<file path="config.mk">
export PLATFORM = sky130hd
export DESIGN_NAME = ber_tlv_stream_parser
export DESIGN_NICKNAME = d
export VERILOG_FILES = /design/src/rtl/btlv_pkg.sv /design/src/rtl/btlv_front.sv /design/src/rtl/btlv_queue.sv /design/src/rtl/btlv_back.sv /design/src/rtl/ber_tlv_stream_parser.sv
export SDC_FILE = /design/constraint.sdc
export NUM_CORES = 1
export LEC_CHECK = 0
export ABC_CLOCK_PERIOD_IN_PS = 3800
export BUFFER_PORTS_ARGS = -buffer_cell sky130_fd_sc_hd__buf_2
export CORE_UTILIZATION = 55
export CTS_BUF_LIST = sky130_fd_sc_hd__clkbuf_8
export DETAILED_ROUTE_END_ITERATION = 8
export PLACE_DENSITY = 0.85
export SETUP_SLACK_MARGIN = 0.02
export SLEW_MARGIN = 10
export SYNTH_ARGS = -nofsm -noshare
export SYNTH_HDL_FRONTEND = slang
export SYNTH_SLANG_ARGS = --single-unit
</file>
<file path="constraint.sdc">
create_clock -name aclk -period 3.8 [get_ports aclk]
set_input_delay 0.38 -clock aclk [delete_from_list [all_inputs] [get_ports aclk]]
set_output_delay 0.38 -clock aclk [all_outputs]
set_load 0.005 [all_outputs]
</file>
<file path="src/rtl/btlv_pkg.sv">
`timescale 1ns / 1ps
// ----------------------------------------------------------------------------
// BER-TLV stream parser package
// Shared types and constants for the parser front end, queue and back end.
// ----------------------------------------------------------------------------
package btlv_pkg;

    localparam int QUEUE_DEPTH = 4;
    localparam int QUEUE_AW    = 2;
    localparam int TDATA_W     = 80;

    localparam logic [7:0] TAG_LONG_MASK = 8'h1f;
    localparam logic [7:0] MORE_BIT_MASK = 8'h80;
    localparam logic [7:0] SHORT_LEN_MAX = 8'd127;

    typedef enum logic [2:0] {
        PH_TAG_FIRST = 3'd0,
        PH_TAG_LONG  = 3'd1,
        PH_LEN_FIRST = 3'd2,
        PH_LEN_MORE  = 3'd3,
        PH_VALUE     = 3'd4,
        PH_ERROR     = 3'd5
    } phase_t;

    typedef enum logic [2:0] {
        KIND_TAG     = 3'd0,
        KIND_LENGTH  = 3'd1,
        KIND_VALUE   = 3'd2,
        KIND_ERROR   = 3'd3,
        KIND_IGNORED = 3'd4
    } kind_t;

    typedef enum logic [1:0] {
        END_NONE      = 2'd0,
        END_CLEAN     = 2'd1,
        END_TRUNCATED = 2'd2,
        END_ERROR     = 2'd3
    } end_status_t;

    // One input byte together with the flags the back end decodes on.
    typedef struct packed {
        logic [7:0] data_byte;
        logic       last_byte;
        logic       tag_long;
        logic       more_bit;
        logic       len_one;
        logic       len_two;
    } item_t;

    typedef struct packed {
        logic  valid;
        item_t item;
    } queue_head_t;

    typedef struct packed {
        kind_t       byte_kind;
        logic [7:0]  byte_value;
        logic [15:0] decoded_length;
        logic [15:0] value_offset;
        logic        record_done;
        logic [31:0] tag_bits;
        logic [2:0]  tag_bytes;
        end_status_t end_status;
    } result_t;

endpackage

</file>
<file path="src/rtl/btlv_front.sv">
`timescale 1ns / 1ps
// ----------------------------------------------------------------------------
// BER-TLV front end
// Accepts input items and tags each byte with the flags that the parser
// back end needs, then writes it into the queue.
// ----------------------------------------------------------------------------
module btlv_front (
    input  logic               s_axis_tvalid,
    output logic               s_axis_tready,
    input  logic [7:0]         s_axis_tdata,
    input  logic               s_axis_tlast,
    input  logic               queue_full,
    output logic               queue_push,
    output btlv_pkg::item_t    queue_item
);

    assign s_axis_tready = !queue_full;
    assign queue_push    = s_axis_tvalid && !queue_full;

    always_comb begin
        queue_item.data_byte = s_axis_tdata;
        queue_item.last_byte = s_axis_tlast;
        queue_item.tag_long  = (s_axis_tdata & btlv_pkg::TAG_LONG_MASK)
                               == btlv_pkg::TAG_LONG_MASK;
        queue_item.more_bit  = (s_axis_tdata & btlv_pkg::MORE_BIT_MASK) != 8'd0;
        queue_item.len_one   = (s_axis_tdata > btlv_pkg::SHORT_LEN_MAX) && s_axis_tdata[0];
        queue_item.len_two   = (s_axis_tdata > btlv_pkg::SHORT_LEN_MAX) && !s_axis_tdata[0]
                               && s_axis_tdata[1];
    end

endmodule

</file>
<file path="src/rtl/btlv_queue.sv">
`timescale 1ns / 1ps
// ----------------------------------------------------------------------------
// BER-TLV item queue
// A short first-in first-out queue that decouples the front end from the
// parser back end.
// ----------------------------------------------------------------------------
module btlv_queue (
    input  logic                    aclk,
    input  logic                    aresetn,
    input  logic                    push,
    input  btlv_pkg::item_t         push_item,
    output logic                    full,
    input  logic                    pop,
    output btlv_pkg::queue_head_t   head
);

    btlv_pkg::item_t                 entries_reg [btlv_pkg::QUEUE_DEPTH];
    logic [btlv_pkg::QUEUE_AW-1:0]   wr_ptr_reg, wr_ptr_next;
    logic [btlv_pkg::QUEUE_AW-1:0]   rd_ptr_reg, rd_ptr_next;
    logic [btlv_pkg::QUEUE_AW:0]     count_reg, count_next;
    logic                            do_push, do_pop;

    assign full       = count_reg == (btlv_pkg::QUEUE_AW+1)'(btlv_pkg::QUEUE_DEPTH);
    assign head.valid = count_reg != '0;
    assign head.item  = entries_reg[rd_ptr_reg];
    assign do_push    = push && !full;
    assign do_pop     = pop && head.valid;

    always_comb begin
        wr_ptr_next = do_push ? wr_ptr_reg + 1'b1 : wr_ptr_reg;
        rd_ptr_next = do_pop  ? rd_ptr_reg + 1'b1 : rd_ptr_reg;
        count_next  = count_reg;
        if (do_push && !do_pop) begin
            count_next = count_reg + 1'b1;
        end else if (do_pop && !do_push) begin
            count_next = count_reg - 1'b1;
        end
    end

    always_ff @(posedge aclk) begin
        if (do_push) begin
            entries_reg[wr_ptr_reg] <= push_item;
        end
    end

    always_ff @(posedge aclk) begin
        if (!aresetn) begin
            wr_ptr_reg <= '0;
            rd_ptr_reg <= '0;
            count_reg  <= '0;
        end else begin
            wr_ptr_reg <= wr_ptr_next;
            rd_ptr_reg <= rd_ptr_next;
            count_reg  <= count_next;
        end
    end

endmodule

</file>
<file path="src/rtl/btlv_back.sv">
`timescale 1ns / 1ps
// ----------------------------------------------------------------------------
// BER-TLV parser back end
// Runs the tag, length and value state machine on one queued byte per cycle,
// unless the output register is stalled, and holds the result in that register.
// ----------------------------------------------------------------------------
module btlv_back #(
    parameter int MAX_TAG_BYTES = 4
) (
    input  logic                   aclk,
    input  logic                   aresetn,
    input  btlv_pkg::queue_head_t  head,
    output logic                   pop,
    output logic                   out_valid,
    input  logic                   out_ready,
    output btlv_pkg::result_t      out_result
);

    localparam int CNT_W = $clog2(MAX_TAG_BYTES + 1);

    btlv_pkg::phase_t   phase_reg, phase_next, phase_step;
    logic [31:0]        tag_shift_reg, tag_shift_next;
    logic [CNT_W-1:0]   tag_count_reg, tag_count_next;
    logic [15:0]        length_accum_reg, length_accum_next;
    logic [1:0]         length_left_reg, length_left_next;
    logic [15:0]        value_left_reg, value_left_next;
    logic               out_valid_reg;
    btlv_pkg::result_t  result_reg, result_next;

    btlv_pkg::item_t    it;
    logic               step;
    logic [15:0]        accum_shifted;
    logic [1:0]         left_dec;
    logic [15:0]        value_dec;
    logic [3:0]         count_wide;
    logic               done;
    logic               err;

    assign it            = head.item;
    assign step          = head.valid && (!out_valid_reg || out_ready);
    assign pop           = step;
    assign out_valid     = out_valid_reg;
    assign out_result    = result_reg;
    assign accum_shifted = {length_accum_reg[7:0], it.data_byte};
    assign left_dec      = (length_left_reg != 2'd0) ? length_left_reg - 2'd1 : 2'd0;
    assign value_dec     = (value_left_reg != 16'd0) ? value_left_reg - 16'd1 : 16'd0;

    always_comb begin
        phase_step = btlv_pkg::PH_TAG_FIRST;
        case (phase_reg)
            btlv_pkg::PH_TAG_LONG: begin
                if (tag_count_reg >= CNT_W'(MAX_TAG_BYTES)) begin
                    phase_step = btlv_pkg::PH_ERROR;
                end else begin
                    phase_step = it.more_bit ? btlv_pkg::PH_TAG_LONG
                                             : btlv_pkg::PH_LEN_FIRST;
                end
            end
            btlv_pkg::PH_LEN_FIRST: begin
                if (!it.more_bit) begin
                    phase_step = (it.data_byte == 8'd0) ? btlv_pkg::PH_TAG_FIRST
                                                        : btlv_pkg::PH_VALUE;
                end else if (it.len_one || it.len_two) begin
                    phase_step = btlv_pkg::PH_LEN_MORE;
                end else begin
                    phase_step = btlv_pkg::PH_ERROR;
                end
            end
            btlv_pkg::PH_LEN_MORE: begin
                if (left_dec != 2'd0) begin
                    phase_step = btlv_pkg::PH_LEN_MORE;
                end else begin
                    phase_step = (accum_shifted == 16'd0) ? btlv_pkg::PH_TAG_FIRST
                                                          : btlv_pkg::PH_VALUE;
                end
            end
            btlv_pkg::PH_VALUE: begin
                phase_step = (value_dec == 16'd0) ? btlv_pkg::PH_TAG_FIRST
                                                  : btlv_pkg::PH_VALUE;
            end
            btlv_pkg::PH_ERROR: begin
                phase_step = btlv_pkg::PH_ERROR;
            end
            default: begin
                phase_step = it.tag_long ? btlv_pkg::PH_TAG_LONG : btlv_pkg::PH_LEN_FIRST;
            end
        endcase
        phase_next = it.last_byte ? btlv_pkg::PH_TAG_FIRST : phase_step;
    end

    always_comb begin
        tag_shift_next    = tag_shift_reg;
        tag_count_next    = tag_count_reg;
        length_accum_next = length_accum_reg;
        length_left_next  = length_left_reg;
        value_left_next   = value_left_reg;
        done              = 1'b0;
        err               = 1'b0;
        result_next       = '0;
        result_next.byte_value = it.data_byte;
        result_next.byte_kind  = btlv_pkg::KIND_TAG;

        case (phase_reg)
            btlv_pkg::PH_TAG_LONG: begin
                if (tag_count_reg >= CNT_W'(MAX_TAG_BYTES)) begin
                    result_next.byte_kind = btlv_pkg::KIND_ERROR;
                    err = 1'b1;
                end else begin
                    tag_shift_next = {tag_shift_reg[23:0], it.data_byte};
                    tag_count_next = tag_count_reg + CNT_W'(1);
                end
            end
            btlv_pkg::PH_LEN_FIRST: begin
                result_next.byte_kind = btlv_pkg::KIND_LENGTH;
                if (!it.more_bit) begin
                    length_accum_next = {8'd0, it.data_byte};
                    result_next.decoded_length = {8'd0, it.data_byte};
                    if (it.data_byte == 8'd0) begin
                        done = 1'b1;
                    end else begin
                        value_left_next = {8'd0, it.data_byte};
                    end
                end else if (it.len_one) begin
                    length_accum_next = 16'd0;
                    length_left_next  = 2'd1;
                end else if (it.len_two) begin
                    length_accum_next = 16'd0;
                    length_left_next  = 2'd2;
                end else begin
                    result_next.byte_kind = btlv_pkg::KIND_ERROR;
                    err = 1'b1;
                end
            end
            btlv_pkg::PH_LEN_MORE: begin
                result_next.byte_kind = btlv_pkg::KIND_LENGTH;
                length_accum_next = accum_shifted;
                length_left_next  = left_dec;
                if (left_dec == 2'd0) begin
                    result_next.decoded_length = accum_shifted;
                    if (accum_shifted == 16'd0) begin
                        done = 1'b1;
                    end else begin
                        value_left_next = accum_shifted;
                    end
                end
            end
            btlv_pkg::PH_VALUE: begin
                result_next.byte_kind      = btlv_pkg::KIND_VALUE;
                result_next.decoded_length = length_accum_reg;
                result_next.value_offset   = length_accum_reg - value_left_reg;
                value_left_next = value_dec;
                done = value_dec == 16'd0;
            end
            btlv_pkg::PH_ERROR: begin
                result_next.byte_kind = btlv_pkg::KIND_IGNORED;
                err = 1'b1;
            end
            default: begin
                tag_shift_next    = {24'd0, it.data_byte};
                tag_count_next    = CNT_W'(1);
                length_accum_next = 16'd0;
                length_left_next  = 2'd0;
                value_left_next   = 16'd0;
            end
        endcase

        count_wide = 4'(tag_count_next);
        if (done) begin
            result_next.record_done = 1'b1;
            result_next.tag_bits    = tag_shift_next;
            result_next.tag_bytes   = (count_wide > 4'd4) ? 3'd4 : count_wide[2:0];
        end

        if (it.last_byte) begin
            if (err || phase_step == btlv_pkg::PH_ERROR) begin
                result_next.end_status = btlv_pkg::END_ERROR;
            end else if (phase_step == btlv_pkg::PH_TAG_FIRST) begin
                result_next.end_status = btlv_pkg::END_CLEAN;
            end else begin
                result_next.end_status = btlv_pkg::END_TRUNCATED;
            end
            tag_shift_next    = 32'd0;
            tag_count_next    = '0;
            length_accum_next = 16'd0;
            length_left_next  = 2'd0;
            value_left_next   = 16'd0;
        end
    end

    always_ff @(posedge aclk) begin
        if (!aresetn) begin
            phase_reg        <= btlv_pkg::PH_TAG_FIRST;
            tag_shift_reg    <= 32'd0;
            tag_count_reg    <= '0;
            length_accum_reg <= 16'd0;
            length_left_reg  <= 2'd0;
            value_left_reg   <= 16'd0;
            out_valid_reg    <= 1'b0;
        end else begin
            if (step) begin
                phase_reg        <= phase_next;
                tag_shift_reg    <= tag_shift_next;
                tag_count_reg    <= tag_count_next;
                length_accum_reg <= length_accum_next;
                length_left_reg  <= length_left_next;
                value_left_reg   <= value_left_next;
                out_valid_reg    <= 1'b1;
            end else if (out_ready) begin
                out_valid_reg    <= 1'b0;
            end
        end
    end

    always_ff @(posedge aclk) begin
        if (step) begin
            result_reg <= result_next;
        end
    end

endmodule

</file>
<file path="src/rtl/ber_tlv_stream_parser.sv">
`timescale 1ns / 1ps
// ----------------------------------------------------------------------------
// BER-TLV stream parser
// Classifies each byte of a BER-TLV buffer as tag, length, value, error or
// ignored and reports record completion and end-of-buffer status.
// ----------------------------------------------------------------------------
// The parser takes one byte per cycle and gives one result item per byte, so
// it sustains one item per clock cycle when the output side is ready. A byte
// is written into the four-entry queue behind the front end when it is
// accepted and is registered in the output register of the parser state
// machine when it leaves the queue; the state update sets the rate. The
// queue lets the input keep flowing for up to four items while the output
// is stalled.
// ----------------------------------------------------------------------------
module ber_tlv_stream_parser #(
    parameter int MAX_TAG_BYTES = 4
) (
    input  logic        aclk,
    input  logic        aresetn,
    input  logic        s_axis_tvalid,
    output logic        s_axis_tready,
    input  logic [7:0]  s_axis_tdata,   // [7:0] data_byte
    input  logic        s_axis_tlast,
    output logic        m_axis_tvalid,
    input  logic        m_axis_tready,
    output logic [btlv_pkg::TDATA_W-1:0] m_axis_tdata,
    // [7:0] byte_value, [23:8] decoded_length, [39:24] value_offset,
    // [71:40] tag_bits, [74:72] tag_bytes, [76:75] end_status, rest zero
    output logic [2:0]  m_axis_tuser,   // [2:0] byte_kind
    output logic        m_axis_tlast    // record_done
);

    logic                   queue_full;
    logic                   queue_push;
    btlv_pkg::item_t        queue_item;
    logic                   queue_pop;
    btlv_pkg::queue_head_t  queue_head;
    btlv_pkg::result_t      result;

    btlv_front u_front (
        .s_axis_tvalid (s_axis_tvalid),
        .s_axis_tready (s_axis_tready),
        .s_axis_tdata  (s_axis_tdata),
        .s_axis_tlast  (s_axis_tlast),
        .queue_full    (queue_full),
        .queue_push    (queue_push),
        .queue_item    (queue_item)
    );

    btlv_queue u_queue (
        .aclk      (aclk),
        .aresetn   (aresetn),
        .push      (queue_push),
        .push_item (queue_item),
        .full      (queue_full),
        .pop       (queue_pop),
        .head      (queue_head)
    );

    btlv_back #(
        .MAX_TAG_BYTES (MAX_TAG_BYTES)
    ) u_back (
        .aclk       (aclk),
        .aresetn    (aresetn),
        .head       (queue_head),
        .pop        (queue_pop),
        .out_valid  (m_axis_tvalid),
        .out_ready  (m_axis_tready),
        .out_result (result)
    );

    assign m_axis_tuser = result.byte_kind;
    assign m_axis_tlast = result.record_done;
    assign m_axis_tdata = {3'd0, result.end_status, result.tag_bytes, result.tag_bits,
                           result.value_offset, result.decoded_length, result.byte_value};

endmodule
</file>
==> out/metrics.cfg <==
[worst_setup_path]
critPathKind = reg -> reg
r2r_setup_slack_ns = 0.24
crit_arrival_ns = 3.95
cp-end-kind = flop
crit-reg2reg-launch = u_back.value_left_reg[1]
timing.rr.end = u_back.out_result[32]
required_ns = 4.19
start_kind = flop
r2r_cells = 10
path_max_fanout = 26

[cts]
numClockSinks = 211
cts_tree = yes
postCtsHoldBufs = 0
cts_max_level = 2
cts_buffer_depth = 3
cts.repair.resized = 0
cts-root-buf = clkbuf_8
numCtsBuffers = 35
clk_latency_ns = 0.54
postCtsSetupBuffers = 0
clk_pin_slew_ns = 0.06

[pwr]
clkPwrFrac = 0.285
pwr-share-seq = 0.450
combPwrFrac = 0.265
power.switching_mw = 2.39
leakagePower_nw = 4.05
p_int_mw = 4.95
swShare = 0.325
power_density_nw_per_um2 = 658
irDropWorstVdd_v = 0.000382

[finish]
multi_input_area_um2 = 3910
seqCellArea_um2 = 5520
diodes = 0
largest_reg_flops = 81
drive_gt1_frac = 0.193
final_area_um2 = 11200
fill_cells = 1321
finalNetCount = 993
syn2layout_area_growth_pct = 13.9

[timing]
period_share = 0.937
fin_tns_setup_ns = 0
fmax_ghz = 0.281
final-setup-viol-count = 0
fin_crit_ns = 3.56
rsz0062_at_grt = no
worst_pin_slew_ns = 1.09
finalMaxSlewViolations = 0
maxSlewHeadroom = 0.274
whs_ns = 0.0737
finClkSkew_ns = 0.0225
final_hold_viol_count = 0

[detailed_routing]
postRouteAntennaNets = 0
vias = 7195
wirelength_mm = 21.8
drt-wirelength-per-cell_um = 18.1
drtPass1Iterations = 5
via_per_inst = 5.97
first_iter_violations = 690
drc = 0

[global_route]
antenna_found_initial = 0
grtUsageTotal = 0.243
grt_max_degree = 86
grt_pass1_vias = 6778
grt_first_pass_wirelength_mm = 34.5
grt_overflow = 0

[placed_design]
port_buffers = 95
dp_hpwl_mm = 14.4
gp_congestion = 0.937
place_area_um2 = 10400

[floorplan]
rows = 48
die_area_um2 = 18400
die_w_um = 135
start_util = 0.565
boundaryPins = 99
die_h_um = 135
core_area_um2 = 17400

[min_path]
holdPathEnd = u_queue.entries_reg[0][4]
whs_path_depth = 1
hold_class = in -> reg
min_from = s_axis_tlast

[synthesis]
synthTopCellsByArea = edfxtp_1 (40%), dfxtp_1 (17%), a22oi_1 (5.7%)
yosysMostFrequentCell = edfxtp_1
ys.warnings.count = 0
netlist.area_leader.share = 0.395
yosys.area.top_type = edfxtp_1
synthCells = 859
ys.flop_type = edfxtp_1
postSynthAreaPerCell_um2 = 11.4
synth_common_cells = edfxtp_1 (129), dfxtp_1 (82), nor2_1 (81)
synth_edf_count = 129
syn-cell-area_um2 = 9800
synth_cell_types = 67
ys_seq_area_frac = 0.563
ys_ff_latch = 211
synth_async_sr_flop_share = 0

[outcome]
status = finished clean

[run]
timing.max_cap.violations = 0

## layout make-up
cell class                 instances  area share
clock inverter                    24      0.0170
multi-input combinational        564       0.351
inverter                          30      0.0102
clock buffer                      40      0.0493
tap                              225      0.0252
sequential                       211       0.494
timing repair buffer             111      0.0534
## power groups by stage
stage	clock network, mW	logic [mW]	registers [mW]
after CTS	2.13	1.94	3.31
after global placement	0	1.90	3.34
after floorplan	0	1.20	3.36
after detailed placement	0	1.94	3.36
after global routing	2.22	2.13	3.36
final	2.09	1.94	3.31
## through the flow
stage / std cells / setup WS, ns / power, mW / utilization
floorplan: 861 / 0.405 / 4.56 / -
global placement: 1141 / 0.448 / 5.24 / 0.600
detailed placement: 1141 / 0.286 / 5.30 / 0.600
CTS: 1205 / 0.298 / 7.38 / 0.643
global route: 1205 / 0.0278 / 7.71 / 0.643
finish: 1205 / 0.241 / 7.34 / 0.643
## layout by cell type, fill, tap and decap left out, drive strengths merged, types with 10 or more instances in the layout
master   count
nand4       11
mux4        12
clkbuf      40
nor2        82
and3        10
dfxtp       82
inv         43
a21boi      19
xnor2       13
nor2b       47
ha          25
nand2b      10
a21oi       21
nand2       52
o21ai       23
buf        111
o2bb2ai     15
a22oi       75
xor2        10
nand3       32
nor3        15
edfxtp     129
and2        15
a22o        15
## cell families after synthesis
kind of cell,Yosys count,synth area share
adders and majority gates,27,0.0360
and+or+nand+nor,293,0.151
AOI/OAI and AO/OA,200,0.153
DFF,211,0.563
buffers and inverters,86,0.0400
muxes,18,0.0360
xor gates and xnor gates,23,0.0206
other,1,0.000383
## routing by layer
layer | track usage | part of all wire
met1 | 0.326 | 0.43
met2 | 0.380 | 0.47
met3 | 0.0486 | 0.073
met4 | 0.110 | 0.031
met5 | 0 | 0
## worst max path at each step
stage / from / endpoint / slack (ns) / depth (start not counted)
floorplan: u_queue.count_reg[0] / u_back.tag_shift_reg[5] / 0.40 / 7
global placement: u_back.value_left_reg[1] / u_back.out_result[5] / 0.45 / 10
detailed placement: u_back.value_left_reg[1] / u_back.out_result[5] / 0.29 / 10
CTS: u_back.value_left_reg[1] / u_back.out_result[32] / 0.30 / 10
global route: u_back.value_left_reg[1] / u_back.out_result[15] / 0.03 / 10
finish: u_back.value_left_reg[1] / u_back.out_result[32] / 0.24 / 10
## worst max-delay path: stages, from the launching register on
cell       delay, ns
dfxtp_1         0.49
inv_1           0.13
ha_1            0.31
or4b_2          0.58
a2111oi_0       0.35
nand4_1         0.14
a211oi_1        0.38
a22oi_1         0.15
o32a_1          0.41
buf_4           0.32
nor2_1          0.15
No activity file was read; power rests on OpenSTA's default activity.
